**src/rtl/pmcd_pkg.sv**
```systemverilog
// Shared types and constants for the pot-to-MIDI control change block.
package pmcd_pkg;

    // Channel counts per converter
    localparam int EXT_CHANNELS = 8;
    localparam int INT_CHANNELS = 4;
    localparam int TABLE_DEPTH  = EXT_CHANNELS + INT_CHANNELS;
    localparam int SLOT_W       = $clog2(TABLE_DEPTH);

    // Field widths
    localparam int CHAN_W      = 3;
    localparam int CHAN_CMP_W  = CHAN_W + 1;
    localparam int SAMPLE_W    = 12;
    localparam int CC_W        = 7;
    localparam int CHNUM_W     = 4;
    localparam int BYTE_W      = 8;
    localparam int PROD_W      = SAMPLE_W + CC_W;
    localparam int CFG_IDX_W   = 2;
    localparam int CFG_DATA_W  = 7;

    // Scaling constants
    localparam int EXT_FULL_SCALE = 1023;
    localparam int INT_FULL_SCALE = 4095;
    localparam int EXT_SHIFT      = 10;
    localparam int INT_SHIFT      = 12;
    localparam logic [BYTE_W-1:0]  CC_STATUS   = 8'hB0;
    localparam logic [CHNUM_W-1:0] NIBBLE_MASK = 4'hF;

    // Message queue between front and back
    localparam int QUEUE_DEPTH = 2;
    localparam int QPTR_W      = (QUEUE_DEPTH > 1) ? $clog2(QUEUE_DEPTH) : 1;
    localparam int QCNT_W      = $clog2(QUEUE_DEPTH + 1);

    // Configuration register indexes
    localparam logic [CFG_IDX_W-1:0] REG_MIDI_CHAN      = 2'd0;
    localparam logic [CFG_IDX_W-1:0] REG_THRESHOLD      = 2'd1;
    localparam logic [CFG_IDX_W-1:0] REG_EXT_CTRL_BASE  = 2'd2;
    localparam logic [CFG_IDX_W-1:0] REG_INT_CTRL_BASE  = 2'd3;

    // Live configuration
    typedef struct packed {
        logic [CHNUM_W-1:0] midi_chan;
        logic [CC_W-1:0]    change_threshold;
        logic [CC_W-1:0]    ext_controller_base;
        logic [CC_W-1:0]    int_controller_base;
    } cfg_t;

    // One pending control change
    typedef struct packed {
        logic [CC_W-1:0] controller;
        logic [CC_W-1:0] value;
    } msg_t;

endpackage

```
**src/rtl/pmcd_if.sv**
```systemverilog
// Channel interfaces: converter samples in, MIDI bytes out, register writes.
interface pmcd_pot_if;
    logic                         valid;
    logic                         ready;
    logic                         sample_source;
    logic [pmcd_pkg::CHAN_W-1:0]  chan_index;
    logic [pmcd_pkg::SAMPLE_W-1:0] sample;

    modport source (output valid, sample_source, chan_index, sample, input ready);
    modport sink   (input valid, sample_source, chan_index, sample, output ready);
endinterface

interface pmcd_midi_if;
    logic                         valid;
    logic                         ready;
    logic [pmcd_pkg::BYTE_W-1:0]  midi_byte;
    logic                         last_byte;

    modport source (output valid, midi_byte, last_byte, input ready);
    modport sink   (input valid, midi_byte, last_byte, output ready);
endinterface

interface pmcd_cfg_if;
    logic                            valid;
    logic                            ready;
    logic [pmcd_pkg::CFG_IDX_W-1:0]  reg_index;
    logic [pmcd_pkg::CFG_DATA_W-1:0] wdata;

    modport source (output valid, reg_index, wdata, input ready);
    modport sink   (input valid, reg_index, wdata, output ready);
endinterface

```
**src/rtl/pot_to_midi_cc_deadband_core.sv**
```systemverilog
// Top level of the pot-to-MIDI control change block with dead band.
//
// Channels: pot takes one converter sample (sample_source, chan_index,
// sample) per transfer; midi delivers one byte per transfer, with last_byte
// set on the third byte of each control change; cfg writes one of four
// registers (midi channel, threshold, external and internal controller base).
// Path: a sample that changes its channel's value by more than the
// threshold passes stages s1 and s2, the message queue and the output
// byte register; its status byte is followed by controller and value bytes.
// Throughput: one sample per cycle unless a message waits on a full queue;
// each message holds the single-byte output port for its three bytes. A
// two-entry message queue lets the front end keep taking samples while
// the serializer drains.
// Samples for channels out of range, or within the dead band, give no bytes.
// Reset clears the per-channel table and loads the register defaults. When
// midi stalls the current byte holds, the queue fills, then pot.ready drops.
// Registers must be written only while the block is idle; it is not enforced.
module pot_to_midi_cc_deadband_core (
    input  logic         clk,
    input  logic         rst_n,
    pmcd_pot_if.sink     pot,
    pmcd_midi_if.source  midi,
    pmcd_cfg_if.sink     cfg
);

    pmcd_pkg::cfg_t  cfg_reg;
    logic            push_valid;
    logic            push_ready;
    pmcd_pkg::msg_t  push_msg;
    logic            pop_valid;
    logic            pop_ready;
    pmcd_pkg::msg_t  pop_msg;

    assign cfg.ready = 1'b1;

    // Configuration registers
    always_ff @(posedge clk or negedge rst_n)
    begin
        if (!rst_n)
        begin
            cfg_reg.midi_chan           <= 4'd6;
            cfg_reg.change_threshold    <= 7'd3;
            cfg_reg.ext_controller_base <= 7'd1;
            cfg_reg.int_controller_base <= 7'd9;
        end
        else if (cfg.valid)
        begin
            case (cfg.reg_index)
                pmcd_pkg::REG_MIDI_CHAN:
                    cfg_reg.midi_chan <= cfg.wdata[pmcd_pkg::CHNUM_W-1:0];
                pmcd_pkg::REG_THRESHOLD:
                    cfg_reg.change_threshold <= cfg.wdata;
                pmcd_pkg::REG_EXT_CTRL_BASE:
                    cfg_reg.ext_controller_base <= cfg.wdata;
                pmcd_pkg::REG_INT_CTRL_BASE:
                    cfg_reg.int_controller_base <= cfg.wdata;
                default:
                    cfg_reg <= cfg_reg;
            endcase
        end
    end

    pmcd_front u_front (
        .clk        (clk),
        .rst_n      (rst_n),
        .pot        (pot),
        .cfg        (cfg_reg),
        .push_valid (push_valid),
        .push_ready (push_ready),
        .push_msg   (push_msg)
    );

    pmcd_queue u_queue (
        .clk        (clk),
        .rst_n      (rst_n),
        .push_valid (push_valid),
        .push_ready (push_ready),
        .push_msg   (push_msg),
        .pop_valid  (pop_valid),
        .pop_ready  (pop_ready),
        .pop_msg    (pop_msg)
    );

    pmcd_back u_back (
        .clk        (clk),
        .rst_n      (rst_n),
        .pop_valid  (pop_valid),
        .pop_ready  (pop_ready),
        .pop_msg    (pop_msg),
        .midi_chan  (cfg_reg.midi_chan),
        .midi       (midi)
    );

endmodule

```
**src/rtl/pmcd_front.sv**
```systemverilog
// Front end: accepts samples, scales them to 0..127 and applies the dead band.
module pmcd_front (
    input  logic            clk,
    input  logic            rst_n,
    pmcd_pot_if.sink        pot,
    input  pmcd_pkg::cfg_t  cfg,
    output logic            push_valid,
    input  logic            push_ready,
    output pmcd_pkg::msg_t  push_msg
);

    logic                          chan_ok;
    logic [pmcd_pkg::SAMPLE_W-1:0] clamped;
    logic [pmcd_pkg::PROD_W-1:0]   prod;
    logic [pmcd_pkg::SLOT_W-1:0]   slot_in;
    logic [pmcd_pkg::CC_W-1:0]     ctrl_in;

    logic                          s1_valid_reg;
    logic                          s1_src_reg;
    logic [pmcd_pkg::PROD_W-1:0]   s1_prod_reg;
    logic [pmcd_pkg::SLOT_W-1:0]   s1_slot_reg;
    logic [pmcd_pkg::CC_W-1:0]     s1_ctrl_reg;

    logic [pmcd_pkg::CC_W-1:0]     q0;
    logic [pmcd_pkg::PROD_W-1:0]   q_base;
    logic [pmcd_pkg::PROD_W-1:0]   rem;
    logic                          round_up;
    logic [pmcd_pkg::CC_W-1:0]     cc_next;

    logic                          s2_valid_reg;
    logic [pmcd_pkg::SLOT_W-1:0]   s2_slot_reg;
    logic [pmcd_pkg::CC_W-1:0]     s2_ctrl_reg;
    logic [pmcd_pkg::CC_W-1:0]     s2_cc_reg;

    logic [pmcd_pkg::CC_W-1:0]     sent_reg [pmcd_pkg::TABLE_DEPTH];
    logic [pmcd_pkg::CC_W-1:0]     prev;
    logic [pmcd_pkg::CC_W-1:0]     diff;
    logic                          send;
    logic                          adv;

    // Channel check, table slot and controller number
    always_comb
    begin
        if (pot.sample_source)
        begin
            chan_ok = {1'b0, pot.chan_index} <
                      pmcd_pkg::CHAN_CMP_W'(pmcd_pkg::INT_CHANNELS);
            slot_in = pmcd_pkg::SLOT_W'(pmcd_pkg::EXT_CHANNELS) +
                      pmcd_pkg::SLOT_W'(pot.chan_index);
            ctrl_in = cfg.int_controller_base + pmcd_pkg::CC_W'(pot.chan_index);
        end
        else
        begin
            chan_ok = {1'b0, pot.chan_index} <
                      pmcd_pkg::CHAN_CMP_W'(pmcd_pkg::EXT_CHANNELS);
            slot_in = pmcd_pkg::SLOT_W'(pot.chan_index);
            ctrl_in = cfg.ext_controller_base + pmcd_pkg::CC_W'(pot.chan_index);
        end
    end

    // Clamp and multiply by 127 as shift-subtract
    always_comb
    begin
        if (!pot.sample_source &&
            pot.sample > pmcd_pkg::SAMPLE_W'(pmcd_pkg::EXT_FULL_SCALE))
            clamped = pmcd_pkg::SAMPLE_W'(pmcd_pkg::EXT_FULL_SCALE);
        else
            clamped = pot.sample;
        prod = {clamped, {pmcd_pkg::CC_W{1'b0}}} - pmcd_pkg::PROD_W'(clamped);
    end

    // Divide by 2^n - 1: quotient estimate from the shift, one correction step
    always_comb
    begin
        if (s1_src_reg)
        begin
            q0       = pmcd_pkg::CC_W'(s1_prod_reg >> pmcd_pkg::INT_SHIFT);
            q_base   = (pmcd_pkg::PROD_W'(q0) << pmcd_pkg::INT_SHIFT) -
                       pmcd_pkg::PROD_W'(q0);
            rem      = s1_prod_reg - q_base;
            round_up = rem >= pmcd_pkg::PROD_W'(pmcd_pkg::INT_FULL_SCALE);
        end
        else
        begin
            q0       = pmcd_pkg::CC_W'(s1_prod_reg >> pmcd_pkg::EXT_SHIFT);
            q_base   = (pmcd_pkg::PROD_W'(q0) << pmcd_pkg::EXT_SHIFT) -
                       pmcd_pkg::PROD_W'(q0);
            rem      = s1_prod_reg - q_base;
            round_up = rem >= pmcd_pkg::PROD_W'(pmcd_pkg::EXT_FULL_SCALE);
        end
        cc_next = q0 + pmcd_pkg::CC_W'(round_up);
    end

    // Dead band compare against the last value sent
    always_comb
    begin
        prev = sent_reg[s2_slot_reg];
        if (s2_cc_reg > prev)
            diff = s2_cc_reg - prev;
        else
            diff = prev - s2_cc_reg;
        send = s2_valid_reg && (diff > cfg.change_threshold);
    end

    // Pipeline moves unless a message waits on a full queue
    assign adv                 = !send || push_ready;
    assign pot.ready           = adv;
    assign push_valid          = send;
    assign push_msg.controller = s2_ctrl_reg;
    assign push_msg.value      = s2_cc_reg;

    // Stage valid flags
    always_ff @(posedge clk or negedge rst_n)
    begin
        if (!rst_n)
        begin
            s1_valid_reg <= 1'b0;
            s2_valid_reg <= 1'b0;
        end
        else if (adv)
        begin
            s1_valid_reg <= pot.valid && chan_ok;
            s2_valid_reg <= s1_valid_reg;
        end
    end

    // Stage payload
    always_ff @(posedge clk)
    begin
        if (adv)
        begin
            s1_src_reg  <= pot.sample_source;
            s1_prod_reg <= prod;
            s1_slot_reg <= slot_in;
            s1_ctrl_reg <= ctrl_in;
            s2_slot_reg <= s1_slot_reg;
            s2_ctrl_reg <= s1_ctrl_reg;
            s2_cc_reg   <= cc_next;
        end
    end

    // Last value sent per channel
    always_ff @(posedge clk or negedge rst_n)
    begin
        if (!rst_n)
        begin
            for (int i = 0; i < pmcd_pkg::TABLE_DEPTH; i++)
                sent_reg[i] <= '0;
        end
        else if (send && push_ready)
        begin
            sent_reg[s2_slot_reg] <= s2_cc_reg;
        end
    end

endmodule

```
**src/rtl/pmcd_queue.sv**
```systemverilog
// Small message queue between the front end and the byte serializer.
module pmcd_queue (
    input  logic            clk,
    input  logic            rst_n,
    input  logic            push_valid,
    output logic            push_ready,
    input  pmcd_pkg::msg_t  push_msg,
    output logic            pop_valid,
    input  logic            pop_ready,
    output pmcd_pkg::msg_t  pop_msg
);

    pmcd_pkg::msg_t              entries [pmcd_pkg::QUEUE_DEPTH];
    logic [pmcd_pkg::QPTR_W-1:0] wr_ptr_reg;
    logic [pmcd_pkg::QPTR_W-1:0] rd_ptr_reg;
    logic [pmcd_pkg::QCNT_W-1:0] count_reg;
    logic                        do_push;
    logic                        do_pop;

    assign push_ready = count_reg != pmcd_pkg::QCNT_W'(pmcd_pkg::QUEUE_DEPTH);
    assign pop_valid  = count_reg != '0;
    assign pop_msg    = entries[rd_ptr_reg];
    assign do_push    = push_valid && push_ready;
    assign do_pop     = pop_valid && pop_ready;

    // Pointers and fill count
    always_ff @(posedge clk or negedge rst_n)
    begin
        if (!rst_n)
        begin
            wr_ptr_reg <= '0;
            rd_ptr_reg <= '0;
            count_reg  <= '0;
        end
        else
        begin
            if (do_push)
            begin
                if (wr_ptr_reg == pmcd_pkg::QPTR_W'(pmcd_pkg::QUEUE_DEPTH - 1))
                    wr_ptr_reg <= '0;
                else
                    wr_ptr_reg <= wr_ptr_reg + pmcd_pkg::QPTR_W'(1);
            end
            if (do_pop)
            begin
                if (rd_ptr_reg == pmcd_pkg::QPTR_W'(pmcd_pkg::QUEUE_DEPTH - 1))
                    rd_ptr_reg <= '0;
                else
                    rd_ptr_reg <= rd_ptr_reg + pmcd_pkg::QPTR_W'(1);
            end
            if (do_push && !do_pop)
                count_reg <= count_reg + pmcd_pkg::QCNT_W'(1);
            else if (do_pop && !do_push)
                count_reg <= count_reg - pmcd_pkg::QCNT_W'(1);
        end
    end

    // Entry storage
    always_ff @(posedge clk)
    begin
        if (do_push)
            entries[wr_ptr_reg] <= push_msg;
    end

endmodule

```
**src/rtl/pmcd_back.sv**
```systemverilog
// Back end: turns each queued message into three MIDI bytes.
module pmcd_back (
    input  logic                          clk,
    input  logic                          rst_n,
    input  logic                          pop_valid,
    output logic                          pop_ready,
    input  pmcd_pkg::msg_t                pop_msg,
    input  logic [pmcd_pkg::CHNUM_W-1:0]  midi_chan,
    pmcd_midi_if.source                   midi
);

    typedef enum logic [2:0] {
        PH_STATUS = 3'b001,
        PH_CTRL   = 3'b010,
        PH_VALUE  = 3'b100
    } phase_t;

    phase_t                      phase_reg;
    phase_t                      phase_next;
    logic                        out_valid_reg;
    logic                        out_valid_next;
    logic [pmcd_pkg::BYTE_W-1:0] out_byte_reg;
    logic [pmcd_pkg::BYTE_W-1:0] out_byte_next;
    logic                        out_last_reg;
    logic                        out_last_next;
    pmcd_pkg::msg_t              hold_reg;
    pmcd_pkg::msg_t              hold_next;
    logic                        load;

    // Output register takes a new byte when empty or being taken
    assign load = !out_valid_reg || midi.ready;

    // Byte sequencer
    always_comb
    begin
        phase_next     = phase_reg;
        out_valid_next = out_valid_reg;
        out_byte_next  = out_byte_reg;
        out_last_next  = out_last_reg;
        hold_next      = hold_reg;
        pop_ready      = 1'b0;
        case (phase_reg)
            PH_STATUS:
            begin
                pop_ready = load;
                if (load)
                begin
                    out_valid_next = pop_valid;
                    if (pop_valid)
                    begin
                        out_byte_next = pmcd_pkg::CC_STATUS |
                                        {4'b0, midi_chan & pmcd_pkg::NIBBLE_MASK};
                        out_last_next = 1'b0;
                        hold_next     = pop_msg;
                        phase_next    = PH_CTRL;
                    end
                end
            end
            PH_CTRL:
            begin
                if (load)
                begin
                    out_valid_next = 1'b1;
                    out_byte_next  = {1'b0, hold_reg.controller};
                    out_last_next  = 1'b0;
                    phase_next     = PH_VALUE;
                end
            end
            PH_VALUE:
            begin
                if (load)
                begin
                    out_valid_next = 1'b1;
                    out_byte_next  = {1'b0, hold_reg.value};
                    out_last_next  = 1'b1;
                    phase_next     = PH_STATUS;
                end
            end
            default:
            begin
                out_valid_next = 1'b0;
                phase_next     = PH_STATUS;
            end
        endcase
    end

    // Control state
    always_ff @(posedge clk or negedge rst_n)
    begin
        if (!rst_n)
        begin
            phase_reg     <= PH_STATUS;
            out_valid_reg <= 1'b0;
        end
        else
        begin
            phase_reg     <= phase_next;
            out_valid_reg <= out_valid_next;
        end
    end

    // Payload
    always_ff @(posedge clk)
    begin
        out_byte_reg <= out_byte_next;
        out_last_reg <= out_last_next;
        hold_reg     <= hold_next;
    end

    assign midi.valid     = out_valid_reg;
    assign midi.midi_byte = out_byte_reg;
    assign midi.last_byte = out_last_reg;

endmodule

```
**src/flat_wrapper.sv**
```systemverilog
// flat-port wrapper written by rule: the top's interface ports become plain ports
module pot_to_midi_cc_deadband_core_flat 
  (clk, rst_n, pot_valid, pot_sample_source, pot_chan_index, pot_sample, pot_ready, midi_valid, midi_midi_byte, midi_last_byte, midi_ready, cfg_valid, cfg_reg_index, cfg_wdata, cfg_ready);
  pmcd_pot_if pot_i ();
  pmcd_midi_if midi_i ();
  pmcd_cfg_if cfg_i ();
  input  logic clk;
  input  logic rst_n;
  input wire logic [$bits(pot_i.valid)-1:0] pot_valid;
  input wire logic [$bits(pot_i.sample_source)-1:0] pot_sample_source;
  input wire logic [$bits(pot_i.chan_index)-1:0] pot_chan_index;
  input wire logic [$bits(pot_i.sample)-1:0] pot_sample;
  output wire logic [$bits(pot_i.ready)-1:0] pot_ready;
  output wire logic [$bits(midi_i.valid)-1:0] midi_valid;
  output wire logic [$bits(midi_i.midi_byte)-1:0] midi_midi_byte;
  output wire logic [$bits(midi_i.last_byte)-1:0] midi_last_byte;
  input wire logic [$bits(midi_i.ready)-1:0] midi_ready;
  input wire logic [$bits(cfg_i.valid)-1:0] cfg_valid;
  input wire logic [$bits(cfg_i.reg_index)-1:0] cfg_reg_index;
  input wire logic [$bits(cfg_i.wdata)-1:0] cfg_wdata;
  output wire logic [$bits(cfg_i.ready)-1:0] cfg_ready;
  assign pot_i.valid = pot_valid;
  assign pot_i.sample_source = pot_sample_source;
  assign pot_i.chan_index = pot_chan_index;
  assign pot_i.sample = pot_sample;
  assign pot_ready = pot_i.ready;
  assign midi_valid = midi_i.valid;
  assign midi_midi_byte = midi_i.midi_byte;
  assign midi_last_byte = midi_i.last_byte;
  assign midi_i.ready = midi_ready;
  assign cfg_i.valid = cfg_valid;
  assign cfg_i.reg_index = cfg_reg_index;
  assign cfg_i.wdata = cfg_wdata;
  assign cfg_ready = cfg_i.ready;
  pot_to_midi_cc_deadband_core u_core (.clk(clk), .rst_n(rst_n), .pot(pot_i), .midi(midi_i), .cfg(cfg_i));
endmodule
```
**config.mk**
```make
export PLATFORM = sky130hd
export DESIGN_NAME = pot_to_midi_cc_deadband_core_flat
export DESIGN_NICKNAME = d
export VERILOG_FILES = /design/src/rtl/pmcd_pkg.sv /design/src/rtl/pmcd_if.sv /design/src/rtl/pot_to_midi_cc_deadband_core.sv /design/src/rtl/pmcd_front.sv /design/src/rtl/pmcd_queue.sv /design/src/rtl/pmcd_back.sv /design/src/flat_wrapper.sv
export SDC_FILE = /design/constraint.sdc
export NUM_CORES = 1
export LEC_CHECK = 0
export ABC_AREA = 1
export ABC_CLOCK_PERIOD_IN_PS = 6700
export BUFFER_PORTS_ARGS = -buffer_cell sky130_fd_sc_hd__buf_2
export CAP_MARGIN = 25
export CELL_PAD_IN_SITES_DETAIL_PLACEMENT = 0
export CELL_PAD_IN_SITES_GLOBAL_PLACEMENT = 2
export CORE_MARGIN = 5
export CORE_UTILIZATION = 39
export CTS_CLUSTER_SIZE = 30
export DETAILED_ROUTE_END_ITERATION = 10
export PLACE_DENSITY = 0.86
export SLEW_MARGIN = 20
export SYNTH_ARGS = -nofsm -noshare
export SYNTH_HDL_FRONTEND = slang
export SYNTH_SLANG_ARGS = --single-unit
```
**constraint.sdc**
```tcl
create_clock -name clk -period 6.7 [get_ports clk]
set_input_delay 0.335 -clock clk [delete_from_list [all_inputs] [get_ports clk]]
set_output_delay 0.335 -clock clk [all_outputs]
set_load 0.01 [all_outputs]
```
# Word level (Yosys, flattened, before mapping)
# Memory sizes are Yosys's and may differ from the RTL's. A register that Yosys moved wholly into a read port is not among the register bits.
# Cells that the tools add are included.
# Widths: inputs -> output; s select.
[classes]
n_addsub = 15
mul = 0
div = 0
n_lt_le_gt_ge = 8
n_eq_ne = 12
n_shift = 0
muxes = 37
bitwise_logic = 1
n_reduce_logical = 28
[ops]
columns = ["op", "count"]
rows = [
  ["$bwmux 84", 1],
  ["$mux 7", 6],
  ["$sub 19x19->19", 2],
  ["$mux 8", 4],
  ["$bmux 7 s4", 1],
  ["$demux 7 s4", 1],
  ["$pmux 8 s3", 1],
  ["$ge 19x10->1 const B", 1],
  ["$ge 19x12->1 const B", 1],
  ["$sub 19x12->19", 1],
  ["$sub 19x7->19", 1],
  ["$sub 17x7->18", 1],
  ["$mux 3", 5],
  ["$add 7x3->7", 2],
  ["$gt 7x7->1", 2],
  ["$sub 7x7->7", 2],
  ["$gt 12x10->1 const B", 1],
  ["$mux 1", 12],
  ["$mux 12", 1],
  ["$ne 2x2->1 const B", 5],
  ["$reduce_and 2->1", 5],
  ["$pmux 3 s3", 1],
  ["$logic_and 1x1->1", 8],
  ["$add 7x1->7", 1],
  ["other kinds (26)", 35],
]
[word_totals]
register_bits = 177
latch_bits = 0
mem_bits_rw = 28
rom_bits = 0
input_bits = 30
output_inout_bits = 12
word_cells = 135
n_memories = 1
[memory_table]
columns = ["memory", "words", "width", "rd", "rd_ports_with_merged_regs", "wr", "line", "source"]
rows = [
  ["u_core.u_queue.entries", 2, 14, 1, 1, 1, "pmcd_queue.sv:13", "pmcd_pkg::msg_t entries [pmcd_pkg::QUEUE_DEPTH];"],
]

# Logic depth before layout (Yosys ltp)
[logic_depth]
ltp_word = 13
depth_mapped = 34
depth_no_buf = 29

# Modules after synthesis
# A second synthesis with hierarchy kept.
[hier_totals]
cells_unflattened = 1500
area_unflattened_um2 = 12963.7
[by_module_without_submodules]
columns = ["mod", "instances", "cells_per_inst", "area_per_inst_um2", "seq_area_each_um2"]
rows = [
  ["pmcd_front", 1, 1199, 9432.8, 3623.5],
  ["pmcd_queue", 1, 102, 1282.5, 940.9],
  ["pot_to_midi_cc_deadband_core", 1, 116, 1159.9, 634.4],
  ["pmcd_back", 1, 83, 1088.5, 792.0],
]

# Worst setup path after synthesis
# OpenSTA, ideal clock, no wires.
[synth_path]
path_type = "register -> register"
from = "register u_core.u_front.s2_slot_reg[0] (netlist bit)"
to = "register u_core.u_front.s1_ctrl_reg[0] (netlist bit) (enable)"
setup_ps = 874
arrival_ps = 5306
required_ps = 5826
setup_slack_ps = 520
stages_incl_launch_ff = 28
path_buffers = 3
period_less_slack_ps = 6180
cell_sequence = "edfxtp_1 -> buf_2 -> inv_2 -> nor2_1 -> clkbuf_1 -> a22oi_1 -> a31oi_1 -> or2_2 -> nor2_1 -> inv_1 -> ha_1 -> nand2_1 -> nor2_1 -> a211oi_1 -> o21ai_1 -> a21oi_1 -> nor2_1 -> o21ai_2 -> buf_2 -> nand2_1 -> o21ai_0 -> inv_1 -> ha_1 -> nand2_1 -> o21ai_1 -> nand4_1 -> o211ai_1 -> nand4_1"
[synth_via]
elab_chain_cells = 10
elab_cells_between_ends = 12
cone_classes = "2 x add/sub; 2 x order compare; 4 x mux; 1 x bitwise; 3 x reduce/logical"
[synth_rtl]
columns = ["item", "line", "source"]
rows = [
  ["from (decl)", "pmcd_front.sv:31", "logic [pmcd_pkg::SLOT_W-1:0] s2_slot_reg;"],
  ["from (signal assigned)", "pmcd_front.sv:136", "s2_slot_reg <= s1_slot_reg;"],
  ["$not 4->5 (not written as such) (*)", "pmcd_front.sv:97", "prev = sent_reg[s2_slot_reg];"],
  ["$bmux 7 s4 (*)", "pmcd_front.sv:97", ""],
  ["$mux 7 (not written as such) (*) (2 in series)", "pmcd_front.sv:97", ""],
  ["$sub 7x7->7, or another cell as far along", "pmcd_front.sv:101", "diff = prev - s2_cc_reg;"],
  ["$mux 7 (*)", "pmcd_front.sv:98", "if (s2_cc_reg > prev)"],
  ["$gt 7x7->1 (*)", "pmcd_front.sv:102", "send = s2_valid_reg && (diff > cfg.change_threshold);"],
  ["$logic_and 1x1->1 (*)", "pmcd_front.sv:102", ""],
  ["$logic_not 1->1 (*)", "pmcd_front.sv:106", "assign adv = !send || push_ready;"],
  ["$logic_or 1x1->1 (*)", "pmcd_front.sv:106", ""],
  ["named net pot_ready", "flat_wrapper.sv:13", "output wire logic [$bits(pot_i.ready)-1:0] pot_ready;"],
  ["to (signal assigned)", "pmcd_front.sv:135", "s1_ctrl_reg <= ctrl_in;"],
  ["to (decl)", "pmcd_front.sv:22", "logic [pmcd_pkg::CC_W-1:0] s1_ctrl_reg;"],
]
# Mark *: on every way through the listed nets, which the timed path passes. The rest lies on a longest branch. The select of a mux whose other input is x is not followed.
# A chain may end at the register's enable or synchronous reset.

# Worst setup path in the final report
[layout_path]
from = "register u_core.u_front.s2_slot_reg[0] (netlist bit)"
to = "output pot_ready"
[layout_via]
elab_chain_cells = 10
elab_cells_between_ends = 12
cone_classes = "2 x add/sub; 2 x order compare; 4 x mux; 1 x bitwise; 3 x reduce/logical"
[layout_rtl]
columns = ["item", "line"]
rows = [
  ["$not 4->5 (not written as such) (*)", "pmcd_front.sv:97"],
  ["$bmux 7 s4 (*)", "pmcd_front.sv:97"],
  ["$mux 7 (not written as such) (*) (2 in series)", "pmcd_front.sv:97"],
  ["$sub 7x7->7, or another cell as far along", "pmcd_front.sv:101"],
  ["$mux 7 (*)", "pmcd_front.sv:98"],
  ["$gt 7x7->1 (*)", "pmcd_front.sv:102"],
  ["$logic_and 1x1->1 (*)", "pmcd_front.sv:102"],
  ["$logic_not 1->1 (*)", "pmcd_front.sv:106"],
  ["$logic_or 1x1->1 (*)", "pmcd_front.sv:106"],
  ["to (decl)", "flat_wrapper.sv:13"],
]
# Every way passes the cells marked *; elsewhere a longest branch is shown, timed or not. The select of a mux whose other input is x is not followed.

==> metrics.md <==
| Metric | Value |
|---|---|
| Fmax | 0.164 GHz |
| Period utilization | 91.3% |
| Placed Area | 13100 sq um |
| Asr flop ratio synth | 54.3% |
| Nature of the critical path endpoint | primary output |
| Worst path max stage delay | 640 ps |
| LEAKAGE | 6.53 nW |
| Area Growth Syn to Fin | 11.8% |
| I/O Pins | 42 |
| R2R setup slack | 930 ps |
| Vias per cell | 4.98 |
| PortBufs | 40 |
| MaxCap Viol Count | 0 |
| Outcome | finished, final reports clean |
| Gr ovfl total | 0 |
| Fraction of layout cells with a size suffix above 1 | 8.91% |
| Data required time at the worst endpoint | 6360 ps |
| Arrival @ worst endpoint | 5780 ps |
| Worst Path Max Fanout | 52 |
| Largest net degree at the start of global routing | 70 |
| Die Wd | 189 um |
| Initial Util | 39.5% |
| Number of library cell types mapped by synthesis | 49 |
| RSZ-0062 raised after global routing | no |
| Nature of the critical path startpoint | flip-flop |
| GRT Overall Usage | 16.9% |
| Global-route wire length before repair | 49.3 mm |
| Die area | 35700 sq um |
| Post-CTS Resized | 0 |
| Crit-path slowest cell | edfxtp_1 |
| Min cycle time layout | 6110 ps |
| Synth Flop Type | dfrtp_1 |
| Critical Path Most Common Cell | nor2_1 |
| Antenna cell count | 0 |
| H-tree levels | 1 |
| Clock Tree Buf Depth | 3 |
| Placer congestion estimate | 0.854 |
| Die Y | 189 um |
| Core ar. | 31600 sq um |
| Sequential-to-total area share from yosys stat | 47.9% |
| Cells after synthesis | 1486 |
| Beginning of the critical path | u_core.u_front.s2_slot_reg[0]$_DFFE_PP_ |
| Final Routed Wirelength | 30.2 mm |
| HPWL after DPL | 22.5 mm |
| Drc violations | 0 |
| Mean Syn Cell Area | 8.41 sq um |
| Post-Syn Area | 12500 sq um |
| Hold violation total from the final report | 0 |
| Kind of critical path | flip-flop to primary output |
| Ys Warns | 0 |
| Pre-antenna DRT Iters | 5 |
| Antenna-violating nets left | 0 |
| Number of flops mapped to enable cells by yosys | 100 |
| Vias in the first global route | 9367 |
| Fin Hold WS | 109 ps |
| Initial antenna violation count | 0 |
| Cts bufs inserted | 25 |
| CTS root buf | clkbuf_16 |
| Max reg flops | 84 |
| Yosys reg bits | 219 |
| Final Max Tran Viols | 0 |
| Setup_tns | 0 ps |
| Worst Skew | 26.5 ps |
| Std-Cell Rows | 65 |
| DR WL/cell | 15.6 um |
| Max VDD drop | 336 uV |
| FILL cells | 3129 |
| Pwr dens | 565 nW/um^2 |
| Initial drt markers | 565 |
| Worst-Margin Slew | 906 ps |
| Total number of vias | 9648 |
| CTS tree | built |
| Worst skew pair latency | 540 ps |
| Clk slew on worst S/H paths | 60 ps |
| Hold Crit Start | pot_valid |
| Hold WC Path Type | primary input to flip-flop |
| Worst R2R Start | u_core.u_front.s2_slot_reg[0]$_DFFE_PP_ |
| Sink Count | 219 |
| Final nets | 1622 |
| Final instance area | 14000 sq um |
| Endpoints failing setup | 0 |
| Worst slew margin | 39.6% |
[Yosys cell counts (2+ instances only)]
cell type  count  area (sq um)
a211oi_1       2          15.0
a21o_1         2          15.0
a21oi_1       36           180
a22oi_1       21           158
a31oi_1       24           150
buf_2          8          40.0
buf_6          3          33.8
clkbuf_1      40           150
dfrtp_1      111          2780
dfstp_2        8           210
edfxtp_1     100          3000
fa_1           4          80.1
ha_1          70           876
inv_1        182           683
inv_2          3          11.3
mux2i_1        2          20.0
nand2_1      385          1450
nand2_2        5          31.3
nand3_1      119           596
nand3_2        2          20.0
nand3b_1       4          30.0
nand4_1       18           113
nand4_2        2          25.0
nor2_1        92           345
nor2_2         5          31.3
nor2_4         3          33.8
nor3_1        11          55.1
nor3_2         3          30.0
o21ai_0      142           711
o21ai_1        3          15.0
o21ai_2        3          26.3
o21bai_1       2          15.0
o22ai_1        2          12.5
or2_1          2          12.5
or2_2          9          56.3
xnor2_1       20           175
xor2_1        26           228
[worst paths after layout]
check	end	depth (start not counted)
min in group asynchronous	u_core.cfg_reg[21]$_DFFE_PN0P_	2
worst min register to register	u_core.u_front.s2_ctrl_reg[1]$_DFFE_PP_	0
worst min-delay path	u_core.u_front.s1_valid_reg$_DFFE_PN0P_	3
max in group asynchronous	u_core.u_front.sent_reg[53]$_DFFE_PN0P_	3
worst max-delay path	pot_ready	26
worst max register to register	u_core.u_front.sent_reg[11]$_DFFE_PN0P_	27
[placed cells by master, fill, tap and decap left out, types with 11 or more instances in the layout]
cell | netlist | layout
xnor2_1 | 20 | 20
a21oi_1 | 36 | 36
o21ai_0 | 142 | 142
nand2_1 | 385 | 385
nor3_1 | 11 | 11
dfrtp_1 | 111 | 111
buf_2 | 8 | 39
ha_1 | 70 | 70
inv_1 | 182 | 182
nor2_1 | 92 | 92
xor2_1 | 26 | 26
buf_4 | 1 | 11
a22oi_1 | 21 | 21
a31oi_1 | 24 | 24
edfxtp_1 | 100 | 100
clkbuf_16 | 0 | 25
nand4_1 | 18 | 18
nand3_1 | 119 | 119
[kinds of logic after synthesis]
family	Yosys count	synth area share, %
and+or+nand+nor	662	22.7
muxes	2	0.160
DFF	219	47.9
buffers and inverters	240	7.53
xor gates and xnor gates	46	3.22
other	1	0.0300
adders and majority gates	74	7.65
AOI/OAI and AO/OA	242	10.8
[repair_timing]
action	in CTS	in global routing
hold buffers	4	0
setup buffers	0	1
hold endpoints to repair	48	0
setup endpoints to repair	0	1
[worst max-delay path, delay by kind of cell, from the launching register on]
family	cells	cell delay (ps)
fa+ha+maj	2	600
compound gates	8	1510
simple gates	9	1220
buf+inv	7	1200
flops	1	640
[metrics by stage]
stage | utilization [%] | setup slack [ps] | std cells | power (W)
detailed placement | 41.3 | 733 | 1888 | 0.00654
CTS | 44.1 | 379 | 1938 | 0.00797
global placement | 41.3 | 961 | 1888 | 0.00652
global route | 44.2 | 81.4 | 1939 | 0.00867
finish | 44.2 | 585 | 1939 | 0.00790
floorplan | - | 520 | 1487 | 0.00548
[where the power goes]
group,internal (W),switching (W)
clock network,0.000857,0.000539
registers,0.00219,0.000423
logic,0.00138,0.00251
total,0.00443,0.00348
[final cells by class]
cell class,instances,area (sq um),share of cell area [%]
clock buffer,33,666,4.76
clock inverter,13,183,1.31
inverter,188,709,5.08
multi-input combinational,1028,5570,39.9
sequential,219,5990,42.9
tap,402,503,3.60
timing repair buffer,56,352,2.52
[metal layers]
layer	part of all wire (%)	up-vias	track usage [%]
met5	0	-	0
met4	2.1	0	3.84
met3	3.4	46	2.03
met2	48	165	28.9
met1	47	4448	23.0
li1	-	4989	-
Power figures use the tool's default switching activity.
